==> config.mk <==
export PLATFORM = sky130hd
export DESIGN_NAME = signed_int_to_radix_digits
export DESIGN_NICKNAME = d
export VERILOG_FILES = /design/src/rtl/sird_pkg.sv /design/src/rtl/sird_ctrl.sv /design/src/rtl/sird_dp.sv /design/src/rtl/signed_int_to_radix_digits.sv
export SDC_FILE = /design/constraint.sdc
export NUM_CORES = 1
export LEC_CHECK = 0
export BUFFER_PORTS_ARGS = -buffer_cell sky130_fd_sc_hd__buf_2
export CORE_MARGIN = 3
export CORE_UTILIZATION = 60
export DETAILED_ROUTE_END_ITERATION = 8
export GPL_TIMING_DRIVEN = 0
export HOLD_SLACK_MARGIN = 0.12
export PLACE_DENSITY = 0.79
export SLEW_MARGIN = 40
export SYNTH_ARGS = -nofsm -noshare
export SYNTH_HDL_FRONTEND = slang
export SYNTH_HIERARCHICAL = 1
export SYNTH_SLANG_ARGS = --single-unit
==> constraint.sdc <==
create_clock -name clk_i -period 23.6 [get_ports clk_i]
set_input_delay 2.36 -clock clk_i [delete_from_list [all_inputs] [get_ports clk_i]]
set_output_delay 2.36 -clock clk_i [all_outputs]
set_load 0.02 [all_outputs]
==> src/rtl/sird_pkg.sv <==
package sird_pkg;

  // Radix limits and digit buffer depth
  localparam int unsigned MaxRadix  = 16;
  localparam int unsigned MaxDigits = 32;
  localparam int unsigned MinRadix  = 2;

  localparam int unsigned RadixW = $clog2(MaxRadix + 1);     // base_len width
  localparam int unsigned DigitW = $clog2(MaxRadix);         // one digit / alphabet index
  localparam int unsigned BufAw  = $clog2(MaxDigits);        // digit buffer address
  localparam int unsigned CntW   = $clog2(MaxDigits + 1);    // digit count

  localparam int unsigned ValueW = 32;
  localparam int unsigned CharW  = 8;
  localparam int unsigned CfgW   = 64;
  localparam int unsigned CfgIdxW = 2;

  // Bits of the magnitude consumed per divider cycle
  localparam int unsigned BitsPerStep = 8;
  localparam int unsigned StepsPerDigit = ValueW / BitsPerStep;
  localparam int unsigned StepW = $clog2(StepsPerDigit);

  // Character codes
  localparam logic [CharW-1:0] ChLow   = 8'h30;  // '0'
  localparam logic [CharW-1:0] ChHigh  = 8'h7A;  // 'z'
  localparam logic [CharW-1:0] ChMinus = 8'h2D;  // '-'

  // Configuration register indexes
  localparam logic [CfgIdxW-1:0] RegBaseLen    = 2'd0;
  localparam logic [CfgIdxW-1:0] RegDigitsLow  = 2'd1;
  localparam logic [CfgIdxW-1:0] RegDigitsHigh = 2'd2;

  // Controller to datapath commands
  typedef struct packed {
    logic load;        // capture a new item
    logic div_step;    // one divider cycle
    logic emit_sign;   // put out the minus sign
    logic emit_digit;  // put out the next stored digit
  } cmd_t;

  // Datapath to controller status
  typedef struct packed {
    logic cfg_ok;      // radix and alphabet are usable
    logic neg;         // current item is negative
    logic div_done;    // this divider cycle ends the last digit
    logic cnt_one;     // one digit left to emit
  } sts_t;

endpackage

==> src/rtl/sird_ctrl.sv <==
module sird_ctrl (
  input  logic           clk_i,
  input  logic           rst_ni,
  input  logic           start_i,
  output logic           busy_o,
  output sird_pkg::cmd_t cmd_o,
  input  sird_pkg::sts_t sts_i
);
  import sird_pkg::*;

  localparam logic [1:0] StIdle = 2'd0;
  localparam logic [1:0] StDiv  = 2'd1;
  localparam logic [1:0] StSign = 2'd2;
  localparam logic [1:0] StEmit = 2'd3;

  logic [1:0] state_q, state_d;

  always_ff @(posedge clk_i or negedge rst_ni) begin
    if (!rst_ni) begin
      state_q <= StIdle;
    end else begin
      state_q <= state_d;
    end
  end

  // Next state and commands
  always_comb begin
    state_d = state_q;
    cmd_o   = '0;
    unique case (state_q)
      StIdle: begin
        // an item with unusable configuration produces nothing
        if (start_i && sts_i.cfg_ok) begin
          cmd_o.load = 1'b1;
          state_d    = StDiv;
        end
      end
      StDiv: begin
        cmd_o.div_step = 1'b1;
        if (sts_i.div_done) begin
          state_d = sts_i.neg ? StSign : StEmit;
        end
      end
      StSign: begin
        cmd_o.emit_sign = 1'b1;
        state_d         = StEmit;
      end
      StEmit: begin
        cmd_o.emit_digit = 1'b1;
        if (sts_i.cnt_one) begin
          state_d = StIdle;
        end
      end
      default: state_d = StIdle;
    endcase
  end

  assign busy_o = (state_q != StIdle);

endmodule

==> src/rtl/sird_dp.sv <==
module sird_dp (
  input  logic                           clk_i,
  input  logic                           rst_ni,
  input  logic                           cfg_valid_i,
  input  logic [sird_pkg::CfgIdxW-1:0]   cfg_index_i,
  input  logic [sird_pkg::CfgW-1:0]      cfg_data_i,
  input  logic [sird_pkg::ValueW-1:0]    value_i,
  input  sird_pkg::cmd_t                 cmd_i,
  output sird_pkg::sts_t                 sts_o,
  output logic                           out_strobe_o,
  output logic [sird_pkg::CharW-1:0]     out_char_o,
  output logic                           last_o
);
  import sird_pkg::*;

  // Configuration registers
  logic [RadixW-1:0] base_len_q;
  logic [CfgW-1:0]   digits_low_q, digits_high_q;

  always_ff @(posedge clk_i or negedge rst_ni) begin
    if (!rst_ni) begin
      base_len_q    <= '0;
      digits_low_q  <= '0;
      digits_high_q <= '0;
    end else if (cfg_valid_i) begin
      unique case (cfg_index_i)
        RegBaseLen:    base_len_q    <= cfg_data_i[RadixW-1:0];
        RegDigitsLow:  digits_low_q  <= cfg_data_i;
        RegDigitsHigh: digits_high_q <= cfg_data_i;
        default: ;
      endcase
    end
  end

  logic [2*CfgW-1:0] alphabet;
  assign alphabet = {digits_high_q, digits_low_q};

  // Radix range and alphabet character check
  logic cfg_ok;
  always_comb begin
    logic [CharW-1:0] c;
    cfg_ok = (base_len_q >= RadixW'(MinRadix)) && (base_len_q <= RadixW'(MaxRadix));
    for (int i = 0; i < MaxRadix; i++) begin
      c = alphabet[i*CharW +: CharW];
      if ((RadixW'(i) < base_len_q) && ((c < ChLow) || (c > ChHigh))) begin
        cfg_ok = 1'b0;
      end
    end
  end

  // Divider state: remaining bits of the dividend, partial quotient, remainder
  logic [ValueW-1:0] mag_q, quo_q;
  logic [DigitW-1:0] rem_q;
  logic [StepW-1:0]  step_q;
  logic              neg_q;
  logic [CntW-1:0]   cnt_q;
  logic [DigitW-1:0] buf_q [MaxDigits];

  // Radix-2 restoring steps over one byte of the dividend
  logic [DigitW-1:0]      rem_next;
  logic [BitsPerStep-1:0] qbits;
  always_comb begin
    logic [DigitW:0] r;
    rem_next = rem_q;
    qbits    = '0;
    for (int k = 0; k < BitsPerStep; k++) begin
      r = {rem_next, mag_q[ValueW-1-k]};
      if (r >= (DigitW+1)'(base_len_q)) begin
        r = r - (DigitW+1)'(base_len_q);
        qbits[BitsPerStep-1-k] = 1'b1;
      end
      rem_next = r[DigitW-1:0];
    end
  end

  logic [ValueW-1:0] quo_full;
  logic              last_step;
  assign quo_full  = {quo_q[ValueW-BitsPerStep-1:0], qbits};
  assign last_step = (step_q == StepW'(StepsPerDigit - 1));

  always_ff @(posedge clk_i or negedge rst_ni) begin
    if (!rst_ni) begin
      step_q <= '0;
      cnt_q  <= '0;
      neg_q  <= 1'b0;
    end else if (cmd_i.load) begin
      step_q <= '0;
      cnt_q  <= '0;
      neg_q  <= value_i[ValueW-1];
    end else if (cmd_i.div_step) begin
      step_q <= step_q + StepW'(1);
      if (last_step) begin
        cnt_q <= cnt_q + CntW'(1);
      end
    end else if (cmd_i.emit_digit) begin
      cnt_q <= cnt_q - CntW'(1);
    end
  end

  // Payload registers
  always_ff @(posedge clk_i) begin
    if (cmd_i.load) begin
      mag_q <= value_i[ValueW-1] ? (ValueW'(0) - value_i) : value_i;
      rem_q <= '0;
    end else if (cmd_i.div_step) begin
      if (last_step) begin
        mag_q <= quo_full;
        rem_q <= '0;
        buf_q[cnt_q[BufAw-1:0]] <= rem_next;
      end else begin
        mag_q <= mag_q << BitsPerStep;
        rem_q <= rem_next;
        quo_q <= quo_full;
      end
    end
  end

  // Digits come out most significant first
  logic [BufAw-1:0]  rd_idx;
  logic [DigitW-1:0] rd_digit;
  assign rd_idx   = cnt_q[BufAw-1:0] - BufAw'(1);
  assign rd_digit = buf_q[rd_idx];

  assign sts_o.cfg_ok   = cfg_ok;
  assign sts_o.neg      = neg_q;
  assign sts_o.div_done = last_step &&
                          ((quo_full == '0) || (cnt_q == CntW'(MaxDigits - 1)));
  assign sts_o.cnt_one  = (cnt_q == CntW'(1));

  // Output register
  logic             strobe_q;
  logic [CharW-1:0] char_q;
  logic             last_q;

  always_ff @(posedge clk_i or negedge rst_ni) begin
    if (!rst_ni) begin
      strobe_q <= 1'b0;
    end else begin
      strobe_q <= cmd_i.emit_sign || cmd_i.emit_digit;
    end
  end

  always_ff @(posedge clk_i) begin
    if (cmd_i.emit_sign) begin
      char_q <= ChMinus;
      last_q <= 1'b0;
    end else if (cmd_i.emit_digit) begin
      char_q <= alphabet[rd_digit*CharW +: CharW];
      last_q <= (cnt_q == CntW'(1));
    end
  end

  assign out_strobe_o = strobe_q;
  assign out_char_o   = char_q;
  assign last_o       = strobe_q && last_q;

endmodule

==> src/rtl/signed_int_to_radix_digits.sv <==
// Channel   Handshake                    Payload
// input     start_i high, busy_o low     value_i
// result    out_strobe_o (one cycle)     out_char_o, last_o
// config    cfg_valid_i && cfg_ready_o   cfg_index_i, cfg_data_i
//
// An item holds busy_o while it is divided into digits, while a minus sign is put
// out for a negative value and while its digits are emitted: the shared divider
// retires 8 dividend bits per cycle, then the stored digits leave one per cycle
// through the output register, the last one in the first cycle with busy_o low.
// Async active-low reset clears control and config; no clearing pass.
// Results cannot be stalled; cfg_ready_o is always high.
module signed_int_to_radix_digits (
  input  logic                         clk_i,
  input  logic                         rst_ni,
  input  logic                         start_i,
  output logic                         busy_o,
  input  logic [sird_pkg::ValueW-1:0]  value_i,
  output logic                         out_strobe_o,
  output logic [sird_pkg::CharW-1:0]   out_char_o,
  output logic                         last_o,
  input  logic                         cfg_valid_i,
  output logic                         cfg_ready_o,
  input  logic [sird_pkg::CfgIdxW-1:0] cfg_index_i,
  input  logic [sird_pkg::CfgW-1:0]    cfg_data_i
);
  import sird_pkg::*;

  cmd_t cmd;
  sts_t sts;

  assign cfg_ready_o = 1'b1;

  sird_ctrl u_ctrl (
    .clk_i   (clk_i),
    .rst_ni  (rst_ni),
    .start_i (start_i),
    .busy_o  (busy_o),
    .cmd_o   (cmd),
    .sts_i   (sts)
  );

  sird_dp u_dp (
    .clk_i        (clk_i),
    .rst_ni       (rst_ni),
    .cfg_valid_i  (cfg_valid_i),
    .cfg_index_i  (cfg_index_i),
    .cfg_data_i   (cfg_data_i),
    .value_i      (value_i),
    .cmd_i        (cmd),
    .sts_o        (sts),
    .out_strobe_o (out_strobe_o),
    .out_char_o   (out_char_o),
    .last_o       (last_o)
  );

endmodule

# After elaboration in Yosys (flattened, before gate mapping)
# Memories as Yosys holds them, arrays and structs flattened.
# Cells that the tools add are included.
# totals
word_cells,207
output_inout_bits,12
memories,1
register_bits,214
mem_bits_rw,128
inputBits,102
# op_classes
n_mux,57
n_eq_ne,12
add_sub_neg,13
reduce_logical,50
bitwise_logic,2
n_lt_le_gt_ge,58
shifts,1
# memory_table
memory,depth,word_bits,read_ports,rd_ports_with_merged_regs,wr,line_no,rtl
u_dp.buf_q,32,4,1,0,1,sird_dp.sv:57,logic [DigitW-1:0] buf_q [MaxDigits];
# op_table
operator,n
$gt A8 B7 Y1 const B,16
$lt A8 B6 Y1 const B,16
$mux W32,4
$shiftx A128 B8 Y8,1
$ge A5 B5 Y1,8
$lt A4 B5 Y1 const A,8
$mux W4,9
$mux W1,34
$logic_not A32 Y1,1
$sub A1 B32 Y32 const A,1
$sub A4 B4 Y4,8
$mux W6,4
$logic_and A1 B1 Y1,20
$lt A3 B5 Y1 const A,4
$logic_or A1 B1 Y1,18
$lt A1 B5 Y1 const A,2
$lt A2 B5 Y1 const A,2
$mux W2,5
$eq A2 B2 Y1 const B,4
$pmux W2 S4,1
$reduce_and A2 Y1,4
$add A6 B1 Y6 const B,1
$eq A6 B1 Y1 const B,1
$eq A6 B5 Y1 const B,1
14 further kinds,20

# Longest topological paths before layout
# Gate-level depths: netlist of run 1.
# logic_depth
word_depth,24
ltp_mapped,68
ltp_nobuf,65

# Hierarchy
# Netlist of run 1, hierarchy kept.
# modules_own_cells
module,area_per_inst_um2,n_inst,cells_each
sird_dp,17797.1,1,1404
sird_ctrl,196.4,1,19
signed_int_to_radix_digits,11.3,1,2

# Worst setup path before layout of run 1
# OpenSTA, ideal clock, no wires.
# synth_path
kind,register to register
startpoint,register u_dp.base_len_q[1]
endpoint,memory u_dp/buf_q[0][0] (netlist name) (data pin)
period_less_slack_ns,13.307
n_path_buf,3
setup_ns,0.384
arrival_ns,12.923
stages_incl_launch_ff,62
setup_slack_ns,10.293
cell_sequence,dfrtp_1 > inv_1 > ha_1 > a21o_1 > a21o_1 > a21o_1 > a21o_1 > clkbuf_1 > mux2_2 > inv_1 > ha_1 > a21o_1 > a21o_1 > a21o_1 > a21oi_1 > mux2_2 > inv_1 > ha_1 > [... 26 more ...] > clkbuf_1 > nor2b_1 > or2_2 > ha_1 > o21ai_0 > a31oi_1 > o21ai_0 > nand2b_1 > clkbuf_1 > nor2_1 > a21oi_1 > ha_1 > o21ai_0 > nand2b_1 > a21o_1 > a21oi_1 > o21bai_1 > a21oi_1
# synth_via
elab_chain_len,16
# synth_rtl
element,line_no,rtl
start: declaration,sird_dp.sv:17,logic [RadixW-1:0] base_len_q;
start signal: assignment,sird_dp.sv:27,RegBaseLen: base_len_q <= cfg_data_i[RadixW-1:0];
$sub A4 B4 Y4 or $ge A5 B5 Y1 (tied branches),"sird_dp.sv:69, sird_dp.sv:68",
$mux W4,sird_dp.sv:68,if (r >= (DigitW+1)'(base_len_q)) begin
$sub A4 B4 Y4 or $ge A5 B5 Y1 (tied branches),"sird_dp.sv:69, sird_dp.sv:68",
$mux W4,sird_dp.sv:68,
$sub A4 B4 Y4 or $ge A5 B5 Y1 (tied branches),"sird_dp.sv:69, sird_dp.sv:68",
$mux W4,sird_dp.sv:68,
$ge A5 B5 Y1 or $sub A4 B4 Y4 (tied branches),"sird_dp.sv:68, sird_dp.sv:69",
$mux W4,sird_dp.sv:68,
$sub A4 B4 Y4 or $ge A5 B5 Y1 (tied branches),"sird_dp.sv:69, sird_dp.sv:68",
$mux W4,sird_dp.sv:68,
$sub A4 B4 Y4 or $ge A5 B5 Y1 (tied branches),"sird_dp.sv:69, sird_dp.sv:68",
$mux W4,sird_dp.sv:68,
$sub A4 B4 Y4 or $ge A5 B5 Y1 (tied branches),"sird_dp.sv:69, sird_dp.sv:68",
$mux W4,sird_dp.sv:68,
$ge A5 B5 Y1 *,sird_dp.sv:68,
$mux W4 *,sird_dp.sv:68,
net u_dp.rem_next[0],sird_dp.sv:60,logic [DigitW-1:0] rem_next;
end: declaration,sird_dp.sv:57,
# The timed path passes the listed nets; every way through them passes the cells marked *.

==> impl_table.tex, run 1 <==
\begin{tabular}{lr}
\hline
Metric & Value \\
\hline
\multicolumn{2}{l}{\textbf{Outcome}} \\
Run status & finished, final reports clean \\
\multicolumn{2}{l}{\textbf{Floorplan}} \\
Overall die width & about 180 um \\
Chip height & around 180 um \\
Area enclosed by the die boundary & 32,100 um2 \\
Top-level port count & 114 \\
Standard-cell rows & 62 \\
Initial core utilization & 61.7\% \\
Placeable core region & around 30,000 um2 \\
\multicolumn{2}{l}{\textbf{Final layout}} \\
Leading cell type in the layout, fill and taps excluded & sky130\_fd\_sc\_hd\_\_edfxtp\_1 \\
Post-synthesis to final-layout area growth & 13.0\% \\
Number of nets in the final layout & between 1.5k and 2k \\
Commonest cells after routing, fill and taps aside & 184 x sky130\_fd\_sc\_hd\_\_edfxtp\_1, 151 x sky130\_fd\_sc\_hd\_\_mux2\_2, 145 x sky130\_fd\_sc\_hd\_\_dfrtp\_1 \\
Share of final-layout standard cells stronger than drive strength 1 & approximately 26\% \\
\multicolumn{2}{l}{\textbf{Job}} \\
Total of max-cap violations & 0 \\
\multicolumn{2}{l}{\textbf{Drt}} \\
Total routed wirelength & around 47 mm \\
Final routed wire length divided by cell count & 23.5 um \\
Detailed-route via count & about 13k \\
Via density per instance & about 6.5 \\
First-pass detailed-route iteration total & 6 \\
Iter 0 DRT Violations & between 1.5k and 2k \\
Number of remaining DRC errors & 0 \\
Number of nets still failing antenna checks after routing & 0 \\
\multicolumn{2}{l}{\textbf{Logic synthesis}} \\
Sequential cell area fraction in the yosys report & between 50\% and 60\% \\
Synth Area in XOR/XNOR & 2.58\% \\
Netlist area before placement & roughly 18,000 um2 \\
Gate count after technology mapping & around 1.4k \\
Share of synthesized cell area in full adder, half adder and majority cells & 4.49\% \\
Post-synthesis compound-gate area fraction & 9.21\% \\
Number of flip-flops and latches in the synthesized netlist & around 340 \\
Syn Area/Cell & 12.6 um2 \\
Combinational family with the most area after synthesis & multiplexers \\
Net Count, Synth & roughly 1.6k \\
Most common flop cell mapped by yosys & sky130\_fd\_sc\_hd\_\_edfxtp\_1 \\
Share of synthesized cell area in and, or, nand and nor gates & 8.62\% \\
Number of flops mapped to enable cells by yosys & 184 \\
Yosys warns & 6 \\
Count of cell types in the netlist & 72 \\
Ys async rst share & 42.4\% \\
Portion of netlist area occupied by mux cells & between 20\% and 30\% \\
\multicolumn{2}{l}{\textbf{Timing}} \\
Count of endpoints failing setup in the final report & 0 \\
Final period util & between 60\% and 70\% \\
Number of hold violations in the final report & 0 \\
Shortest clock period the worst path allows after layout & about 16,000 ps \\
Setup repair after global routing missed its margin & no \\
Achievable clock frequency & about 0.064 GHz \\
Worst slew pin tran & between 800 and 900 ps \\
Setup clock skew after layout & 26.3 ps \\
Worst slew margin relative to its limit & between 40 and 50\% \\
Total Neg Setup Slack & 0 ps \\
Number of max-slew violations in the final report & 0 \\
\multicolumn{2}{l}{\textbf{Clocking}} \\
Total number of clock tree sinks & 342 \\
Clk buf depth & 3 \\
Cell chosen for the clock root & sky130\_fd\_sc\_hd\_\_clkbuf\_16 \\
Worst-path clk slew & around 60 ps \\
\# resized after CTS & 0 \\
Num CTS Buffers & 35 \\
TritonCTS clock tree & done \\
Postcts setup bufs & 0 \\
Hold-fix buffers, CTS & 0 \\
Number of H-tree branching levels & 2 \\
Clock insertion delay at the later pin of the skew report & between 500 and 600 ps \\
\multicolumn{2}{l}{\textbf{GRT}} \\
Number of antenna violations at the first check in global routing & 3 \\
Global-route wire length before repair & just over 70 mm \\
Total track usage & between 20\% and 30\% \\
Via count of the first global-routing pass & approximately 13k \\
GRT overflow & 0 \\
Maximum number of pins on one net before global-route repair & 61 \\
\multicolumn{2}{l}{\textbf{Critical path}} \\
Arr. time, crit path & $\sim$16,000 ps \\
Crit path required time & between 20,000 and 25,000 ps \\
Cell with the largest stage delay on the worst path & sky130\_fd\_sc\_hd\_\_dfrtp\_1 \\
Most frequent cell on the critical path & sky130\_fd\_sc\_hd\_\_a21o\_1 \\
Type of the worst setup path & reg -> reg \\
Critical path startpoint category & flop \\
Kind of end point of the critical path & flop \\
Largest incremental delay on the critical path & around 800 ps \\
Largest fanout of any net on the critical path & 14 \\
\multicolumn{2}{l}{\textbf{Worst hold path}} \\
Worst min-delay path category & reg -> reg \\
\multicolumn{2}{l}{\textbf{Placement}} \\
DPL Wire Length & 34.3 mm \\
Number of buffers inserted by port buffering & 112 \\
Final Wtd Congestion & roughly 0.96 \\
\hline
\end{tabular}
logic make-up after synthesis:
| group | after synthesis |
|---|---|
| AO/OA/AOI/OAI | 255 |
| XOR/XNOR | 53 |
| adder cells (fa/ha/maj) | 60 |
| buffers and inverters | 120 |
| flip-flops | 342 |
| multiplexers | 282 |
| other | 1 |
| AND/OR/NAND/NOR | 312 |
sequential cells by signal, indices dropped and copies added (netlist names):
name,count
u_dp/cnt_q,6
u_dp/neg_q,1
u_dp/digits_low_q,64
u_dp/quo_q,24
u_dp/buf_q,128
u_dp/rem_q,4
u_dp/digits_high_q,64
u_dp/base_len_q,5
u_dp/out_char_o,8
u_ctrl/state_q,2
u_dp/step_q,2
u_dp/out_strobe_o,1
u_dp/last_q,1
u_dp/mag_q,32
metrics by stage:
stage	worst slack (ps)	area, um2	hold slack [ps]	cells	util [%]
2_1_floorplan	10290	18000	450	1425	-
3_3_place_gp	6910	19000	463	1921	65.3
3_5_place_dp	8170	19200	467	1928	65.8
4_1_cts	8080	20300	481	1989	69.7
5_1_grt	7090	20300	499	1990	69.8
6_report	8000	20300	472	1990	69.8
worst max-delay path: cells and delay by family (launching register included):
family / cells / cell delay [ps]
AO/OA/AOI/OAI: 34 / 6950
adder cells (fa/ha/maj): 8 / 2230
buffers and inverters: 10 / 1980
flip-flops: 1 / 800
multiplexers: 5 / 1980
AND/OR/NAND/NOR: 9 / 1500
per-layer routing:
layer  share of wire, %  vias to the layer above  routed length (um)  global-route usage, %
met5              0.058                        -                  27                      0
met4                3.3                        4                1520                   9.47
met3                9.4                      127                4390                   5.72
met2                 47                      732               22000                   46.5
met1                 40                     6387               18800                   41.4
li1                   -                     5695                   -                      -
synthesized netlist by cell type, types with 6 or more instances:
library cell               instances  share of area, %
sky130_fd_sc_hd__a211oi_1         10              0.42
sky130_fd_sc_hd__a21o_1           33               1.4
sky130_fd_sc_hd__a21oi_1          60               1.7
sky130_fd_sc_hd__a22oi_1           7              0.29
sky130_fd_sc_hd__a31oi_1           8              0.28
sky130_fd_sc_hd__buf_1             7              0.15
sky130_fd_sc_hd__buf_2            11              0.31
sky130_fd_sc_hd__buf_4             6              0.25
sky130_fd_sc_hd__clkbuf_1         42              0.88
sky130_fd_sc_hd__dfrtp_1         145                20
sky130_fd_sc_hd__dfxtp_1          13               1.4
sky130_fd_sc_hd__edfxtp_1        184                31
sky130_fd_sc_hd__fa_1              8              0.89
sky130_fd_sc_hd__ha_1             51               3.5
sky130_fd_sc_hd__inv_1            54               1.1
sky130_fd_sc_hd__mux2_2          151               9.4
sky130_fd_sc_hd__mux2i_1          82               4.6
sky130_fd_sc_hd__mux4_2           48               6.0
sky130_fd_sc_hd__nand2_1          89               1.9
sky130_fd_sc_hd__nand2b_1         20              0.69
sky130_fd_sc_hd__nand3_1          14              0.39
sky130_fd_sc_hd__nand3b_1          6              0.25
sky130_fd_sc_hd__nand4_1          19              0.66
sky130_fd_sc_hd__nor2_1           77               1.6
sky130_fd_sc_hd__nor2b_1          11              0.38
sky130_fd_sc_hd__nor3_1           23              0.64
sky130_fd_sc_hd__nor4_1           14              0.49
sky130_fd_sc_hd__o21ai_0          61               1.7
sky130_fd_sc_hd__o22ai_1          10              0.35
sky130_fd_sc_hd__o31ai_1          14              0.58
sky130_fd_sc_hd__o32ai_1           9              0.44
sky130_fd_sc_hd__or3_1             9              0.31
sky130_fd_sc_hd__xnor2_1          39               1.9
sky130_fd_sc_hd__xor2_1           14              0.68
final timing paths:
check	from	end	slack [ps]	depth (start not counted)
worst max-delay path	u_dp/base_len_q[1]$_DFFE_PN0P_	u_ctrl/state_q[1]$_DFFE_PN0P_	8000	66
min in group asynchronous	rst_ni	u_dp/digits_high_q[51]$_DFFE_PN0P_	1700	1
worst min-delay path	u_dp/out_char_o[4]$_SDFFE_PP0P_	u_dp/out_char_o[4]$_SDFFE_PP0P_	470	2
worst max register to register	u_dp/base_len_q[1]$_DFFE_PN0P_	u_ctrl/state_q[1]$_DFFE_PN0P_	8000	66
worst min register to register	u_dp/out_char_o[4]$_SDFFE_PP0P_	u_dp/out_char_o[4]$_SDFFE_PP0P_	470	2
max in group asynchronous	rst_ni	u_ctrl/state_q[0]$_DFFE_PN0P_	21000	3
final cells by class:
cell class	instances	area, um2
inverters	54	203
clock buffers	46	1020
fillers	2065	8820
flip-flops and latches	342	9410
plain buffers	66	285
repair buffers	119	668
well taps	384	480
clock inverters	15	136
multi-input cells	963	8140
diodes	1	2.50
Power of run 1 is left out: the tool's default activity adds up to more than one toggle a clock period on the data nets, which glitch-free logic cannot reach.
==> run 2, diff against run 1 <==
Clock period 23.6 ns to 15.1 ns, I/O delays scaled along.
==> run 2 against run 1 <==
  * Flip-flop and latch count unchanged
  * Die area unchanged
  * Design area increased by 0.21%
  * Critical path type unchanged
  * Largest cell class unchanged
  * Highest routed layer unchanged
==> impl_table.tex, run 2 (synthesis gave the netlist of run 1 again) <==
\begin{tabular}{lr}
\hline
Metric & Value \\
\hline
\multicolumn{2}{l}{\textbf{Outcome}} \\
Run status & finished, final reports clean \\
\multicolumn{2}{l}{\textbf{Drt}} \\
Number of nets still failing antenna checks after routing & 0 (unchanged) \\
Routed length on met1 & 18.9 mm (+0.29\%) \\
Via density per instance & 6.51 (+0.11\%) \\
Number of remaining DRC errors & 0 (unchanged) \\
Met2 routed wirelength & 21.9 mm (-0.46\%) \\
Total routed wirelength & 46.7 mm (-0.13\%) \\
First-pass detailed-route iteration total & 7 (+1) \\
Top routing layer in use & met5 \\
Final routed wire length divided by cell count & 23.4 um (-0.23\%) \\
Iter 0 DRT Violations & 1,733 (+3.5\%) \\
Detailed-route via count & 13.0k (+0.21\%) \\
Routed wire length on met3 & 4.36 mm (-0.80\%) \\
\multicolumn{2}{l}{\textbf{Final layout}} \\
Area of combinational cells with multiple inputs & 8160 um2 (+0.18\%) \\
Largest register FFs & 128 (unchanged) \\
Share of final-layout standard cells stronger than drive strength 1 & 26.1\% (+0.59 points) \\
Number of nets in the final layout & 1,744 (+0.11\%) \\
Sequential Area & 9420 um2 (about the same) \\
Commonest cells after routing, fill and taps aside & 184 x sky130\_fd\_sc\_hd\_\_edfxtp\_1, 151 x sky130\_fd\_sc\_hd\_\_mux2\_2, 143 x sky130\_fd\_sc\_hd\_\_dfrtp\_1 \\
Area of all placed cells without fillers & 20,400 um2 (+0.21\%) \\
Post-synthesis to final-layout area growth & 13.3\% \\
Share of the core filled with cells in the final layout & 69.9\% (+0.15 points) \\
Leading cell type in the layout, fill and taps excluded & sky130\_fd\_sc\_hd\_\_edfxtp\_1 \\
Number of fill cells & 2,060 (-0.24\%) \\
\multicolumn{2}{l}{\textbf{Critical path}} \\
Kind of end point of the critical path & flop \\
Arr. time, crit path & 14,670 ps (-1330 ps) \\
Critical path startpoint category & flop \\
Flop2flop setup slack & 830 ps (-7170 ps) \\
Most frequent cell on the critical path & sky130\_fd\_sc\_hd\_\_a21o\_1 \\
Crit path required time & 15,500 ps (-8500 ps) \\
Type of the worst setup path & reg -> reg \\
Cell with the largest stage delay on the worst path & sky130\_fd\_sc\_hd\_\_dfrtp\_4 \\
Terminus of the critical flop-to-flop path & u\_ctrl/state\_q[1]\$\_DFFE\_PN0P\_ \\
Largest fanout of any net on the critical path & 12 (-2) \\
Start point of the critical path & u\_dp/base\_len\_q[1]\$\_DFFE\_PN0P\_ \\
Worst reg2reg path depth & 66 (unchanged) \\
Endpoint of the worst setup timing path & u\_ctrl/state\_q[1]\$\_DFFE\_PN0P\_ \\
Largest incremental delay on the critical path & 580 ps (-220 ps) \\
Beginning of the worst register-to-register path & u\_dp/base\_len\_q[1]\$\_DFFE\_PN0P\_ \\
\multicolumn{2}{l}{\textbf{Worst hold path}} \\
Worst Hold Launch & u\_dp/out\_char\_o[4]\$\_SDFFE\_PP0P\_ \\
Worst min-delay path category & reg -> reg \\
\multicolumn{2}{l}{\textbf{Clocking}} \\
Total number of clock tree sinks & 342 (unchanged) \\
Clock insertion delay at the later pin of the skew report & 530 ps (about the same) \\
Worst-path clk slew & 60 ps (about the same) \\
Num CTS Buffers & 35 (unchanged) \\
Number of H-tree branching levels & 2 (unchanged) \\
Clk buf depth & 3 (unchanged) \\
Cell chosen for the clock root & sky130\_fd\_sc\_hd\_\_clkbuf\_16 \\
TritonCTS clock tree & done \\
\multicolumn{2}{l}{\textbf{Timing}} \\
Number of hold violations in the final report & 0 (unchanged) \\
Worst slew margin relative to its limit & 42.3\% (-0.14 points) \\
Total Neg Setup Slack & 0 ps (unchanged) \\
Worst slew pin tran & 854 ps (+2.10 ps) \\
Worst Hold Slack & 472 ps (-0.195 ps) \\
Setup repair after global routing missed its margin & no \\
Count of endpoints failing setup in the final report & 0 (unchanged) \\
Final period util & 94.5\% (+28 points) \\
Setup clock skew after layout & 24.8 ps (-1.42 ps) \\
Achievable clock frequency & 0.0701 GHz (+9.3\%) \\
Shortest clock period the worst path allows after layout & 14,270 ps (-1330 ps) \\
Number of max-slew violations in the final report & 0 (unchanged) \\
\multicolumn{2}{l}{\textbf{Floorplan}} \\
Placeable core region & 29,200 um2 (unchanged) \\
Overall die width & 179 um (unchanged) \\
Initial core utilization & 61.7\% (unchanged) \\
Top-level port count & 114 (unchanged) \\
Standard-cell rows & 62 (unchanged) \\
Area enclosed by the die boundary & 32,100 um2 (unchanged) \\
Chip height & 179 um (unchanged) \\
\multicolumn{2}{l}{\textbf{GRT}} \\
Via count of the first global-routing pass & 12.8k (+0.062\%) \\
Global-route wire length before repair & 71.9 mm (about the same) \\
Maximum number of pins on one net before global-route repair & 61 (unchanged) \\
GRT overflow & 0 (unchanged) \\
Number of antenna violations at the first check in global routing & 3 (unchanged) \\
Total track usage & 29.4\% (about the same) \\
\multicolumn{2}{l}{\textbf{Placement}} \\
DPL Wire Length & 34.3 mm (unchanged) \\
Number of buffers inserted by port buffering & 112 (unchanged) \\
Post-detailed-placement cell area & 19,200 um2 (unchanged) \\
Final Wtd Congestion & 0.963 (unchanged) \\
\multicolumn{2}{l}{\textbf{Job}} \\
Total of max-cap violations & 0 (unchanged) \\
\hline
\end{tabular}
## run 2: changes by cell type in the layout (fill, tap and decap cells not counted), moves of 2 or more
cell                      before  now
sky130_fd_sc_hd__dfrtp_1     145  143
sky130_fd_sc_hd__a21oi_1      59   55
sky130_fd_sc_hd__buf_4         9   12
sky130_fd_sc_hd__a21oi_2       0    4
## run 2: critical path, delay by kind of cell, from the launching register on
| kind | cells | cell delay, ps |
|---|---|---|
| adders and majority gates | 8 | 2030 |
| DFF | 1 | 580 |
| muxes | 6 | 2300 |
| buffers and inverters | 10 | 1320 |
| AOI/OAI and AO/OA | 34 | 6350 |
| and+or+nand+nor | 8 | 1570 |
## run 2: stage by stage
step	cells	setup WS, ps
after floorplan	1425	1790
after global placement	1921	-1590
after detailed placement	1928	-335
after CTS	1989	115
after global routing	1992	44.0
final	1992	825
## run 2: worst min-delay path by stage
| stage | cells past startpoint | slack, ps | end |
|---|---|---|---|
| after floorplan | 0 | 450 | u_dp/quo_q[17]$_DFFE_PP_ |
| after global placement | 2 | 460 | u_dp/out_char_o[7]$_SDFFE_PP0P_ |
| after detailed placement | 2 | 470 | u_dp/out_char_o[4]$_SDFFE_PP0P_ |
| after CTS | 2 | 480 | u_dp/out_char_o[4]$_SDFFE_PP0P_ |
| after global routing | 0 | 500 | u_dp/quo_q[22]$_DFFE_PP_ |
| final | 2 | 470 | u_dp/out_char_o[4]$_SDFFE_PP0P_ |
## run 2: timing repair
action                                  4_1_cts  5_1_grt
gates resized for setup                       2        6
buffers inserted                              0        3
endpoints found under the hold margin         0        0
endpoints found under the setup margin      121      134
pin swaps                                     0        0
hold buffers                                  0        0
## run 2: final cells by class
type                            count  area share, %
Sequential cell                   342           46.2
Multi-Input combinational cell    963           40.0
Clock buffer                       46           4.99
Timing Repair Buffer              122           3.39
Tap cell                          384           2.36
Buffer                             65           1.38
Inverter                           54           1.01
Clock inverter                     15          0.669
Antenna cell                        1         0.0123
## run 2: routing by layer
| layer | GRT usage [%] | up-vias |
|---|---|---|
| met1 | 41.4 | 6390 |
| met2 | 46.5 | 750 |
| li1 | - | 5704 |
| met4 | 9.47 | 4 |
| met5 | 0 | - |
| met3 | 5.72 | 124 |
Power of run 2 is left out for the same reason.
==> run 3, diff against run 2 <==
Settings changed: CELL_PAD_IN_SITES_DETAIL_PLACEMENT set to 2, CELL_PAD_IN_SITES_GLOBAL_PLACEMENT set to 2, CORE_UTILIZATION 60 to 43, PLACE_DENSITY 0.79 to not set, PLACE_DENSITY_LB_ADDON set to 0.1.
==> run 3 against run 2 <==
  * Design area is 2.0% higher
  * Register-to-register slack improved by 30 ps
  * Global-route usage is 1.4 points lower
  * Hold slack improved by 21 ps
  * Die area up 38%
  * Utilization decreased by 19 points
  * Final cell count rose by 7.9%
  * Clock skew about the same
  * Clock-buffer cell count increased by 7
  * Fmax increased by 0.22%
  * Routed wire length rose by 33%
  * Flip-flop and latch count unchanged
==> impl_table.tex, run 3 (synthesis gave the netlist of run 1 again) <==
\begin{tabular}{lr}
\hline
Metric & Value \\
\hline
\multicolumn{2}{l}{\textbf{GRT}} \\
Total track usage & 28.0\% (-1.4 points) \\
Via count of the first global-routing pass & 14.6k (+14\%) \\
Global-route wire length before repair & 93.0 mm (+29\%) \\
Number of antenna violations at the first check in global routing & 2 (-1) \\
Maximum number of pins on one net before global-route repair & 62 (+1.6\%) \\
GRT overflow & 0 (unchanged) \\
\multicolumn{2}{l}{\textbf{Clocking}} \\
Num CTS Buffers & 40 (+14\%) \\
Cell chosen for the clock root & sky130\_fd\_sc\_hd\_\_clkbuf\_16 \\
Number of H-tree branching levels & 2 (unchanged) \\
TritonCTS clock tree & done \\
Clk buf depth & 3 (unchanged) \\
Total number of clock tree sinks & 342 (unchanged) \\
Worst-path clk slew & 60 ps (about the same) \\
Hold-fix buffers, CTS & 0 (unchanged) \\
Clock insertion delay at the later pin of the skew report & 570 ps (+40 ps) \\
\multicolumn{2}{l}{\textbf{Placement}} \\
Final Wtd Congestion & 0.865 (-10\%) \\
DPL Wire Length & 44.5 mm (+30\%) \\
Number of buffers inserted by port buffering & 112 (unchanged) \\
Pre-CTS WS & -1030 ps (-697 ps) \\
\multicolumn{2}{l}{\textbf{Critical path}} \\
Largest fanout of any net on the critical path & 14 (+2) \\
Crit path required time & 15,550 ps (+50 ps) \\
Arr. time, crit path & 14,690 ps (+20 ps) \\
Critical path startpoint category & flop \\
Type of the worst setup path & reg -> reg \\
Kind of end point of the critical path & flop \\
Most frequent cell on the critical path & sky130\_fd\_sc\_hd\_\_a21o\_1 \\
Cell with the largest stage delay on the worst path & sky130\_fd\_sc\_hd\_\_dfrtp\_2 \\
Largest incremental delay on the critical path & 630 ps (+50 ps) \\
\multicolumn{2}{l}{\textbf{Final layout}} \\
Leading cell type in the layout, fill and taps excluded & sky130\_fd\_sc\_hd\_\_edfxtp\_1 \\
Number of nets in the final layout & 1,749 (+0.29\%) \\
Commonest cells after routing, fill and taps aside & 184 x sky130\_fd\_sc\_hd\_\_edfxtp\_1, 151 x sky130\_fd\_sc\_hd\_\_mux2\_2, 143 x sky130\_fd\_sc\_hd\_\_dfrtp\_1 \\
Share of final-layout standard cells stronger than drive strength 1 & 26.8\% (+0.70 points) \\
Largest register FFs & 128 (unchanged) \\
Number of inserted diodes & 0 (-1) \\
Post-synthesis to final-layout area growth & 15.5\% \\
\multicolumn{2}{l}{\textbf{Drt}} \\
First-pass detailed-route iteration total & 8 (+1) \\
Number of nets still failing antenna checks after routing & 0 (unchanged) \\
Iter 0 DRT Violations & 891 (-49\%) \\
Total routed wirelength & 62.0 mm (+33\%) \\
Number of remaining DRC errors & 0 (unchanged) \\
Final routed wire length divided by cell count & 28.8 um (+23\%) \\
Detailed-route via count & 13.0k (+0.28\%) \\
Via density per instance & 6.05 (-7.0\%) \\
\multicolumn{2}{l}{\textbf{Timing}} \\
Final WS setup & 856 ps (+31.0 ps) \\
Setup clock skew after layout & 24.8 ps (-0.00940 ps) \\
Total Neg Setup Slack & 0 ps (unchanged) \\
Number of hold violations in the final report & 0 (unchanged) \\
Worst slew pin tran & 868 ps (+14.7 ps) \\
Shortest clock period the worst path allows after layout & 14,240 ps (-31.0 ps) \\
Achievable clock frequency & 0.0702 GHz (+0.22\%) \\
Number of max-slew violations in the final report & 0 (unchanged) \\
Worst slew margin relative to its limit & 41.5\% (-0.79 points) \\
Count of endpoints failing setup in the final report & 0 (unchanged) \\
Final period util & 94.3\% (-0.21 points) \\
\multicolumn{2}{l}{\textbf{Floorplan}} \\
Initial core utilization & 43.8\% (-18 points) \\
Placeable core region & 41,100 um2 (+41\%) \\
Area enclosed by the die boundary & 44,400 um2 (+38\%) \\
Standard-cell rows & 74 (+19\%) \\
Top-level port count & 114 (unchanged) \\
Overall die width & 211 um (+18\%) \\
Chip height & 211 um (+18\%) \\
\multicolumn{2}{l}{\textbf{Outcome}} \\
Run status & finished, final reports clean \\
\multicolumn{2}{l}{\textbf{Job}} \\
Total of max-cap violations & 0 (unchanged) \\
\multicolumn{2}{l}{\textbf{Worst hold path}} \\
Worst min-delay path category & reg -> reg \\
\hline
\end{tabular}
[run 3: cell count changes in the layout (fill, tap and decap cells not counted), sizes merged]
cell,delta
bufinv,+3
clkbuf,+7
diode,-1
[run 3: cell type report]
cell class | count | area, um2
fillers | 4029 | 20300
multi-input cells | 963 | 8200
well taps | 532 | 666
inverters | 54 | 206
clock buffers | 53 | 1110
repair buffers | 122 | 688
clock inverters | 18 | 231
plain buffers | 65 | 282
flip-flops and latches | 342 | 9420
[run 3: critical path, delay by kind of cell (launching register included)]
family,cells,cell delay (ps)
adders and majority gates,8,2020
DFF,1,630
AOI/OAI and AO/OA,34,6650
and+or+nand+nor,8,1440
buffers and inverters,9,1090
muxes,6,2300
[run 3: stage by stage]
| step | util [%] | hold WS [ps] | instances | cell area, um2 |
|---|---|---|---|---|
| 2_1_floorplan | - | 450 | 1425 | 18000 |
| 3_3_place_gp | 46.8 | 466 | 2069 | 19200 |
| 3_5_place_dp | 47.1 | 476 | 2076 | 19400 |
| 4_1_cts | 50.5 | 497 | 2147 | 20700 |
| 5_1_grt | 50.6 | 513 | 2149 | 20800 |
| 6_report | 50.6 | 493 | 2149 | 20800 |
[run 3: final timing paths]
kind,start,end,slack (ps),cells past startpoint
worst max-delay path,u_dp/base_len_q[0]$_DFFE_PN0P_,u_ctrl/state_q[1]$_DFFE_PN0P_,860,65
worst min-delay path,u_dp/out_char_o[6]$_SDFFE_PP0P_,u_dp/out_char_o[6]$_SDFFE_PP0P_,490,2
worst max register to register,u_dp/base_len_q[0]$_DFFE_PN0P_,u_ctrl/state_q[1]$_DFFE_PN0P_,860,65
worst min register to register,u_dp/out_char_o[6]$_SDFFE_PP0P_,u_dp/out_char_o[6]$_SDFFE_PP0P_,490,2
max in group asynchronous,rst_ni,u_dp/digits_high_q[6]$_DFFE_PN0P_,13360,3
min in group asynchronous,rst_ni,u_dp/digits_high_q[36]$_DFFE_PN0P_,790,1
[run 3: layer usage]
metal  part of all wire [%]  up-vias  track usage [%]
met4                    2.9        2             8.80
met1                     42     6843             36.3
li1                       -     5722                -
met3                    5.3       97             4.71
met2                     50      344             48.4
met5                  0.016        -                0
[run 3: timing repair]
item,CTS,global route
setup endpoints to repair,136,134
resized for setup,7,6
hold endpoints to repair,0,0
gates cloned,0,0
buffers inserted,1,2
Power of run 3 is left out for the same reason.
